==> src/sv/tdma_pkg.sv <==
`timescale 1ns / 1ps
// ----------------------------------------------------------------------------
// tdma_pkg
// Shared widths, constants, types and the sample conversion used by the
// time-of-day moving average.
// ----------------------------------------------------------------------------
package tdma_pkg;

  localparam int HOUR_W         = 5;
  localparam int MIN_W          = 6;
  localparam int SEC_W          = 6;
  localparam int LEN_W          = 7;
  localparam int SAMPLE_W       = 17;
  localparam int MAX_WINDOW_DEF = 64;
  localparam int SEC_PER_HOUR   = 3600;
  localparam int SEC_PER_MIN    = 60;

  typedef enum logic [1:0] {
    ST_IDLE,
    ST_UPDATE,
    ST_DIVIDE
  } tdma_state_t;

  typedef struct packed {
    logic busy;
    logic done;
  } div_status_t;

  // Seconds since midnight; raw field values are used without range checks.
  function automatic logic [SAMPLE_W-1:0] to_seconds(
    input logic [HOUR_W-1:0] h,
    input logic [MIN_W-1:0]  m,
    input logic [SEC_W-1:0]  s
  );
    logic [SAMPLE_W:0] total;
    total = (SAMPLE_W+1)'(h) * (SAMPLE_W+1)'(SEC_PER_HOUR)
          + (SAMPLE_W+1)'(m) * (SAMPLE_W+1)'(SEC_PER_MIN)
          + (SAMPLE_W+1)'(s);
    return total[SAMPLE_W-1:0];
  endfunction

endpackage

==> src/sv/tdma_store.sv <==
`timescale 1ns / 1ps
// ----------------------------------------------------------------------------
// tdma_store
// Ring store of window samples: one write port and one read port with a
// registered read.
// ----------------------------------------------------------------------------
module tdma_store #(
  parameter int DEPTH  = 64,
  parameter int ADDR_W = 6,
  parameter int DATA_W = 17
) (
  input  logic              clk,
  input  logic              wr_en,
  input  logic [ADDR_W-1:0] wr_addr,
  input  logic [DATA_W-1:0] wr_data,
  input  logic              rd_en,
  input  logic [ADDR_W-1:0] rd_addr,
  output logic [DATA_W-1:0] rd_data
);

  logic [DATA_W-1:0] mem [DEPTH];

  always_ff @(posedge clk) begin
    if (wr_en) begin
      mem[wr_addr] <= wr_data;
    end
  end

  always_ff @(posedge clk) begin
    if (rd_en) begin
      rd_data <= mem[rd_addr];
    end
  end

endmodule

==> src/sv/tdma_div.sv <==
`timescale 1ns / 1ps
// ----------------------------------------------------------------------------
// tdma_div
// Restoring divider, one quotient bit per cycle. The quotient stays in the
// shift register until the next start.
// ----------------------------------------------------------------------------
module tdma_div #(
  parameter int NUM_W = 23,
  parameter int DEN_W = 7
) (
  input  logic                     clk,
  input  logic                     rst,
  input  logic                     start,
  input  logic [NUM_W-1:0]         dividend,
  input  logic [DEN_W-1:0]         divisor,
  output logic [NUM_W-1:0]         quotient,
  output tdma_pkg::div_status_t    status
);
  import tdma_pkg::*;

  localparam int CNT_W = $clog2(NUM_W + 1);

  logic [CNT_W-1:0] cnt;
  logic [NUM_W-1:0] dq;
  logic [DEN_W-1:0] rem;
  logic [DEN_W-1:0] den;
  logic [DEN_W:0]   rem_shift;
  logic [DEN_W+1:0] diff;
  logic             ge;

  assign rem_shift = {rem, dq[NUM_W-1]};
  assign diff      = {1'b0, rem_shift} - {2'b0, den};
  assign ge        = ~diff[DEN_W+1];

  always_ff @(posedge clk) begin
    if (rst) begin
      cnt <= '0;
    end else if (start) begin
      cnt <= CNT_W'(NUM_W);
    end else if (cnt != '0) begin
      cnt <= cnt - 1'b1;
    end
  end

  always_ff @(posedge clk) begin
    if (start) begin
      dq  <= dividend;
      rem <= '0;
      den <= divisor;
    end else if (cnt != '0) begin
      dq  <= {dq[NUM_W-2:0], ge};
      rem <= ge ? diff[DEN_W-1:0] : rem_shift[DEN_W-1:0];
    end
  end

  assign quotient    = dq;
  assign status.busy = (cnt != '0);
  assign status.done = (cnt == '0);

endmodule

==> src/sv/time_of_day_moving_average.sv <==
`timescale 1ns / 1ps
// ----------------------------------------------------------------------------
// time_of_day_moving_average
// Boxcar moving average of time-of-day samples held in a ring store.
//
//   Channel  Handshake                  Payload
//   input    in_valid / in_ready        hours, minutes, seconds, first
//   output   out_valid / out_ready      average
//   config   window_length_we           window_length
//
// An item passes the idle (accept) and update states, and, when it gives a
// result, the divide state, which waits on the divider and a free output.
// The store read is issued in the accept cycle and the write-back follows
// in the next, so successive items never touch the same entry in flight.
// A finished result waits in the output register while the next item runs.
// Reset empties the window and sets the window length to one; the store
// itself is not cleared.
// ----------------------------------------------------------------------------
module time_of_day_moving_average #(
  parameter int MAX_WINDOW = tdma_pkg::MAX_WINDOW_DEF
) (
  input  logic                          clk,
  input  logic                          rst,
  input  logic                          window_length_we,
  input  logic [tdma_pkg::LEN_W-1:0]    window_length,
  input  logic                          in_valid,
  output logic                          in_ready,
  input  logic [tdma_pkg::HOUR_W-1:0]   hours,
  input  logic [tdma_pkg::MIN_W-1:0]    minutes,
  input  logic [tdma_pkg::SEC_W-1:0]    seconds,
  input  logic                          first,
  output logic                          out_valid,
  input  logic                          out_ready,
  output logic [tdma_pkg::SAMPLE_W-1:0] average
);
  import tdma_pkg::*;

  localparam int PTR_W = (MAX_WINDOW > 1) ? $clog2(MAX_WINDOW) : 1;
  localparam int N_W   = $clog2(MAX_WINDOW + 1);
  localparam int SUM_W = SAMPLE_W + $clog2(MAX_WINDOW);

  tdma_state_t state, state_next;

  logic [LEN_W-1:0]    wlen;
  logic [SUM_W-1:0]    sum;
  logic [SUM_W-1:0]    sum_next;
  logic [N_W-1:0]      fill;
  logic [N_W-1:0]      fill_next;
  logic [PTR_W-1:0]    wp;
  logic [PTR_W-1:0]    wp_next;
  logic [SAMPLE_W-1:0] sample;

  logic [N_W-1:0]      n;
  logic [LEN_W+N_W-1:0] wlen_ext;
  logic [PTR_W+1:0]    oldest_raw;
  logic [PTR_W-1:0]    oldest;
  logic [SAMPLE_W-1:0] old_sample;
  logic                full;

  logic                accept;
  logic                upd;
  logic                div_start;
  logic                out_load;
  logic                out_free;
  logic [SUM_W-1:0]    quotient;
  div_status_t         div_stat;

  // Effective window length: zero counts as one, too large clamps.
  assign wlen_ext = {{N_W{1'b0}}, wlen};
  always_comb begin
    if (wlen == '0) begin
      n = N_W'(1);
    end else if (int'(wlen) > MAX_WINDOW) begin
      n = N_W'(MAX_WINDOW);
    end else begin
      n = wlen_ext[N_W-1:0];
    end
  end

  // Oldest entry in the window, one wrap correction.
  always_comb begin
    oldest_raw = {2'b00, wp} + (PTR_W+2)'(MAX_WINDOW) - (PTR_W+2)'(n);
    if (oldest_raw >= (PTR_W+2)'(MAX_WINDOW)) begin
      oldest_raw = oldest_raw - (PTR_W+2)'(MAX_WINDOW);
    end
    oldest = oldest_raw[PTR_W-1:0];
  end

  assign full      = (fill >= n);
  assign sum_next  = sum - (full ? SUM_W'(old_sample) : '0) + SUM_W'(sample);
  assign fill_next = full ? fill : fill + 1'b1;
  assign wp_next   = (wp == PTR_W'(MAX_WINDOW - 1)) ? '0 : wp + 1'b1;
  assign out_free  = ~out_valid | out_ready;
  assign accept    = in_valid & in_ready;

  always_ff @(posedge clk) begin
    if (rst) begin
      state <= ST_IDLE;
    end else begin
      state <= state_next;
    end
  end

  always_comb begin
    state_next = state;
    unique case (state)
      ST_IDLE: begin
        if (in_valid) begin
          state_next = ST_UPDATE;
        end
      end
      ST_UPDATE: begin
        state_next = (fill_next >= n) ? ST_DIVIDE : ST_IDLE;
      end
      ST_DIVIDE: begin
        if (div_stat.done && out_free) begin
          state_next = ST_IDLE;
        end
      end
      default: state_next = ST_IDLE;
    endcase
  end

  always_comb begin
    in_ready  = 1'b0;
    upd       = 1'b0;
    div_start = 1'b0;
    out_load  = 1'b0;
    unique case (state)
      ST_IDLE: begin
        in_ready = 1'b1;
      end
      ST_UPDATE: begin
        upd       = 1'b1;
        div_start = (fill_next >= n);
      end
      ST_DIVIDE: begin
        out_load = div_stat.done & out_free;
      end
      default: begin
        in_ready = 1'b0;
      end
    endcase
  end

  always_ff @(posedge clk) begin
    if (rst) begin
      wlen <= LEN_W'(1);
      sum  <= '0;
      fill <= '0;
      wp   <= '0;
    end else if (window_length_we) begin
      wlen <= window_length;
      sum  <= '0;
      fill <= '0;
    end else if (accept && first) begin
      sum  <= '0;
      fill <= '0;
    end else if (upd) begin
      sum  <= sum_next;
      fill <= fill_next;
      wp   <= wp_next;
    end
  end

  always_ff @(posedge clk) begin
    if (accept) begin
      sample <= to_seconds(hours, minutes, seconds);
    end
  end

  tdma_store #(
    .DEPTH  (MAX_WINDOW),
    .ADDR_W (PTR_W),
    .DATA_W (SAMPLE_W)
  ) u_store (
    .clk     (clk),
    .wr_en   (upd),
    .wr_addr (wp),
    .wr_data (sample),
    .rd_en   (accept),
    .rd_addr (oldest),
    .rd_data (old_sample)
  );

  tdma_div #(
    .NUM_W (SUM_W),
    .DEN_W (N_W)
  ) u_div (
    .clk      (clk),
    .rst      (rst),
    .start    (div_start),
    .dividend (sum_next),
    .divisor  (n),
    .quotient (quotient),
    .status   (div_stat)
  );

  always_ff @(posedge clk) begin
    if (rst) begin
      out_valid <= 1'b0;
    end else if (out_load) begin
      out_valid <= 1'b1;
    end else if (out_ready) begin
      out_valid <= 1'b0;
    end
  end

  always_ff @(posedge clk) begin
    if (out_load) begin
      average <= quotient[SAMPLE_W-1:0];
    end
  end

endmodule

==> config.mk <==
export PLATFORM = sky130hd
export DESIGN_NAME = time_of_day_moving_average
export DESIGN_NICKNAME = d
export VERILOG_FILES = /design/src/sv/tdma_pkg.sv /design/src/sv/tdma_store.sv /design/src/sv/tdma_div.sv /design/src/sv/time_of_day_moving_average.sv
export SDC_FILE = /design/constraint.sdc
export NUM_CORES = 1
export LEC_CHECK = 0
export ABC_CLOCK_PERIOD_IN_PS = 7500
export BUFFER_PORTS_ARGS = -buffer_cell sky130_fd_sc_hd__buf_2
export CORE_ASPECT_RATIO = 1.4
export CORE_MARGIN = 5
export CORE_UTILIZATION = 43
export CTS_CLUSTER_SIZE = 8
export DETAILED_ROUTE_END_ITERATION = 10
export GPL_TIMING_DRIVEN = 0
export PLACE_DENSITY = 0.69
export SETUP_SLACK_MARGIN = 0.02
export SYNTH_ARGS = -nofsm -noshare
export SYNTH_HDL_FRONTEND = slang
export SYNTH_SLANG_ARGS = --single-unit
==> constraint.sdc <==
create_clock -name clk -period 7.5 [get_ports clk]
set_input_delay 0.375 -clock clk [delete_from_list [all_inputs] [get_ports clk]]
set_output_delay 0.375 -clock clk [all_outputs]
set_load 0.05 [all_outputs]
==> results.py <==
metrics = {
    "routing": {
        "wl_per_cell_microns": 25.3,
        "dr.first_iter.drc_count": 2050,
        "drc": 0,
        "drtPass1Iterations": 5,
        "vias": 25500,
        "ant_nets": 0,
        "totalWireLength_microns": 115000,
        "vias_per_cell": 5.60,
    },
    "timing": {
        "slew_viol_final": 0,
        "rsz0062_at_grt": "false",
        "fin_worst_skew_ps": 32.1,
        "min_period_ps": 6180,
        "fmax_mhz": 162,
        "slew_headroom_pct": 18.0,
        "setup_tns_ps": 0,
        "tightest_slew_ps": 1220,
        "setup_viol": 0,
        "hold_violations": 0,
        "period_share_pct": 82.4,
    },
    "worst_setup_path": {
        "slowest_delay_ps": 690,
        "crit_chain": "nor3_1 > a21oi_1 > nor2_1 > ha_1 > nand2b_1 > a21oi_1 > nor2b_1 > o21ai_0 > a21oi_1 > clkbuf_1 > clkbuf_1 > xnor2_1 > ha_1 > nor2b_1 > o21ai_0 > a211oi_1 > nor2_1 > o31ai_1 > clkbuf_1 > buf_1 > nand2_1",
        "worst_setup_path_end_kind": "register",
        "crit_path_max_fanout": 23,
        "setup.worst_path.class": "reg2reg",
        "required_ps": 7770,
        "slowest_stage": "nand2_1",
        "cp-start-kind": "register",
        "worstPathArrival_ps": 6460,
    },
    "synthesis": {
        "syn_inst": 2610,
        "synth_edf_count": 1169,
        "yosys.cell_types.count": 56,
        "syn_avg_cell_area_sq_um": 19.5,
        "syn_nets": 2775,
        "synthArstFlopShare_pct": 0,
        "yosys_warnings": 0,
        "synth_area_sq_um": 50800,
        "yosysSeqAreaShare_pct": 71.4,
        "synth-main-ff-cell": "edfxtp_1",
        "synth.ff_latch_count": 1227,
    },
    "global_route": {
        "grt.overflow.total": 0,
        "grt_util_all_layers_pct": 18.5,
        "antenna_found_initial": 1,
        "grt_max_degree": 37,
        "grt_pass1_wl_microns": 174000,
        "first_global_vias": 27300,
    },
    "finish": {
        "area.growth.synth_to_final_pct": 17.2,
        "fillers": 9141,
        "final_nets": 3086,
        "layout-drive-gt1-share_pct": 26.3,
        "layoutNonFillerInstCount": 4548,
        "num_antenna_cells": 0,
    },
    "placement": {
        "io_buffers": 48,
        "dp.cells": 4319,
        "post-dp-hpwl_microns": 79700,
        "place_congestion": 0.995,
    },
    "die": {
        "dieArea_sq_um": 125000,
        "initial_core_util_pct": 43.2,
        "die_w_microns": 300,
        "core_area_sq_um": 118000,
        "rows": 149,
        "die_h_microns": 417,
        "design.portCount": 49,
    },
    "clock_tree": {
        "cts-resized-gates": 0,
        "cts-root-buf": "clkbuf_16",
        "post_cts_buffers": 0,
        "cts_tree": "done",
        "clkTransAtPathRegs_ps": 50,
        "clk_latency_ps": 770,
        "clockBufferDepth": 3,
        "hold_buffers": 13,
        "cts.sinks": 1227,
        "numCtsBuffers": 171,
        "htree_levels": 4,
    },
    "run": {
        "cap_viol_max_count": 0,
    },
    "worst_hold_path": {
        "hold_class": "in2reg",
    },
    "pwr": {
        "p_int_w": 0.0144,
        "vdd_drop_max_mv": 0.187,
        "pwr-share-comb_pct": 22.8,
        "cellLeakagePower_nw": 19.8,
        "p_switching_w": 0.00567,
        "power_density_nw_per_um2": 337,
        "sequentialPowerShare_pct": 42.8,
        "switching_share_pct": 28.3,
        "power_frac_clock_pct": 34.4,
    },
    "status": {
        "status": "finished, final reports clean",
    },
}
[layer usage]
metal | GRT usage, % | share of wire, % | wire (microns)
met5 | 0 | 0 | 0
met4 | 7.45 | 4.0 | 4610
met3 | 3.88 | 6.1 | 7060
met2 | 32.8 | 53 | 60800
met1 | 22.1 | 37 | 42600
[power by group through the flow]
stage | clock, W | combinational (W) | sequential, W
6_report | 0.00689 | 0.00456 | 0.00858
5_1_grt | 0.00730 | 0.00496 | 0.00860
4_1_cts | 0.00700 | 0.00457 | 0.00858
3_5_place_dp | 0 | 0.00453 | 0.00871
3_3_place_gp | 0 | 0.00353 | 0.00928
2_1_floorplan | 0 | 0.00263 | 0.00889
[final timing paths]
kind,start,slack [ps],cells after the start,end
worst min-delay path,seconds[3],60,3,sample[3]
worst max register to register,wlen[1],1320,21,u_div.quotient[18]
worst min register to register,u_div.quotient[0],450,0,average[0]
worst max-delay path,wlen[1],1320,21,u_div.quotient[18]
[cell usage in the layout (no fill, tap or decap), drive strengths merged, types with 4 or more instances in the layout]
master,instances
mux2i,25
clkinv,7
o211ai,4
nand2b,14
a21o,16
buf,179
nor2,130
dlygate4sd3,13
o21ai,48
nor3,13
a211oi,24
xor2,25
mux4,340
nor4,7
nor2b,35
nand4,7
xnor2,46
nand3,14
fa,34
clkbuf,264
ha,101
mux2,8
nand2,98
o22ai,10
dfxtp,58
edfxtp,1169
and2,19
o21bai,8
o21a,4
a21oi,80
inv,130
[sequential cells by signal, indices dropped and copies added (netlist names)]
name / flops
u_div.quotient: 23
fill: 7
sample: 17
average: 17
u_store.rd_data: 17
u_div.den: 7
u_div.rem: 7
sum: 23
out_valid: 1
wlen: 7
u_div.cnt: 5
state: 2
u_store.mem: 1088
wp: 6
[stage by stage]
step / power (W) / area, sq um / hold WS (ps) / util, % / setup slack [ps]
floorplan: 0.0115 / 50800 / 422 / - / 2880
global route: 0.0209 / 59500 / 78.8 / 50.6 / 742
finish: 0.0200 / 59500 / 61.4 / 50.6 / 1320
CTS: 0.0202 / 59500 / 21.2 / 50.6 / 1220
global placement: 0.0128 / 53000 / 438 / 45.1 / 1450
detailed placement: 0.0132 / 54700 / 438 / 46.5 / 1290
[kinds of logic after synthesis]
logic type,count (synthesis),share of synthesized area (%)
AND/OR/NAND/NOR,352,3.18
adder cells (fa/ha/maj),135,3.83
flip-flops,1227,71.4
multiplexers,373,15.8
AO/OA/AOI/OAI,211,2.51
buffers and inverters,240,2.04
XOR/XNOR,72,1.27
[synth_stat cells (all sizes together), types with 3 or more instances]
master | count | area, sq um
xor2 | 25 | 219
nand3b | 3 | 22.5
nand4 | 7 | 43.8
a21oi | 80 | 400
nand2 | 98 | 368
nor2 | 130 | 488
mux4 | 340 | 7660
fa | 34 | 681
clkbuf | 63 | 236
edfxtp | 1169 | 35100
nor4 | 7 | 43.8
buf | 54 | 335
a211oi | 24 | 180
nand3 | 14 | 70.1
mux2 | 8 | 90.1
and2 | 19 | 119
nor3 | 13 | 65.1
mux2i | 25 | 250
nor2b | 35 | 219
o22ai | 10 | 62.6
dfxtp | 58 | 1160
o21bai | 8 | 60.1
ha | 101 | 1260
xnor2 | 46 | 403
o211ai | 4 | 30.0
a21o | 16 | 120
o21ai | 48 | 240
a211o | 3 | 26.3
inv | 123 | 462
o21a | 4 | 30.0
nand2b | 14 | 87.6
[cell type report]
class	count	area, sq um	area share [%]
Sequential cell	1227	36300	60.9
Multi-Input combinational cell	1143	13600	22.9
Clock buffer	201	4440	7.47
Timing Repair Buffer	138	1890	3.17
Tap cell	1585	1980	3.33
Inverter	123	462	0.776
Buffer	117	572	0.961
Clock inverter	14	272	0.456
[critical path, delay by kind of cell, from the launching register on]
family                   cells  cell delay, ps
AO/OA/AOI/OAI                7            1480
XOR/XNOR                     1             180
adder cells (fa/ha/maj)      2             440
buffers and inverters        4            1680
flip-flops                   1             320
AND/OR/NAND/NOR              7            1570
(Power assumes the default switching activity.)
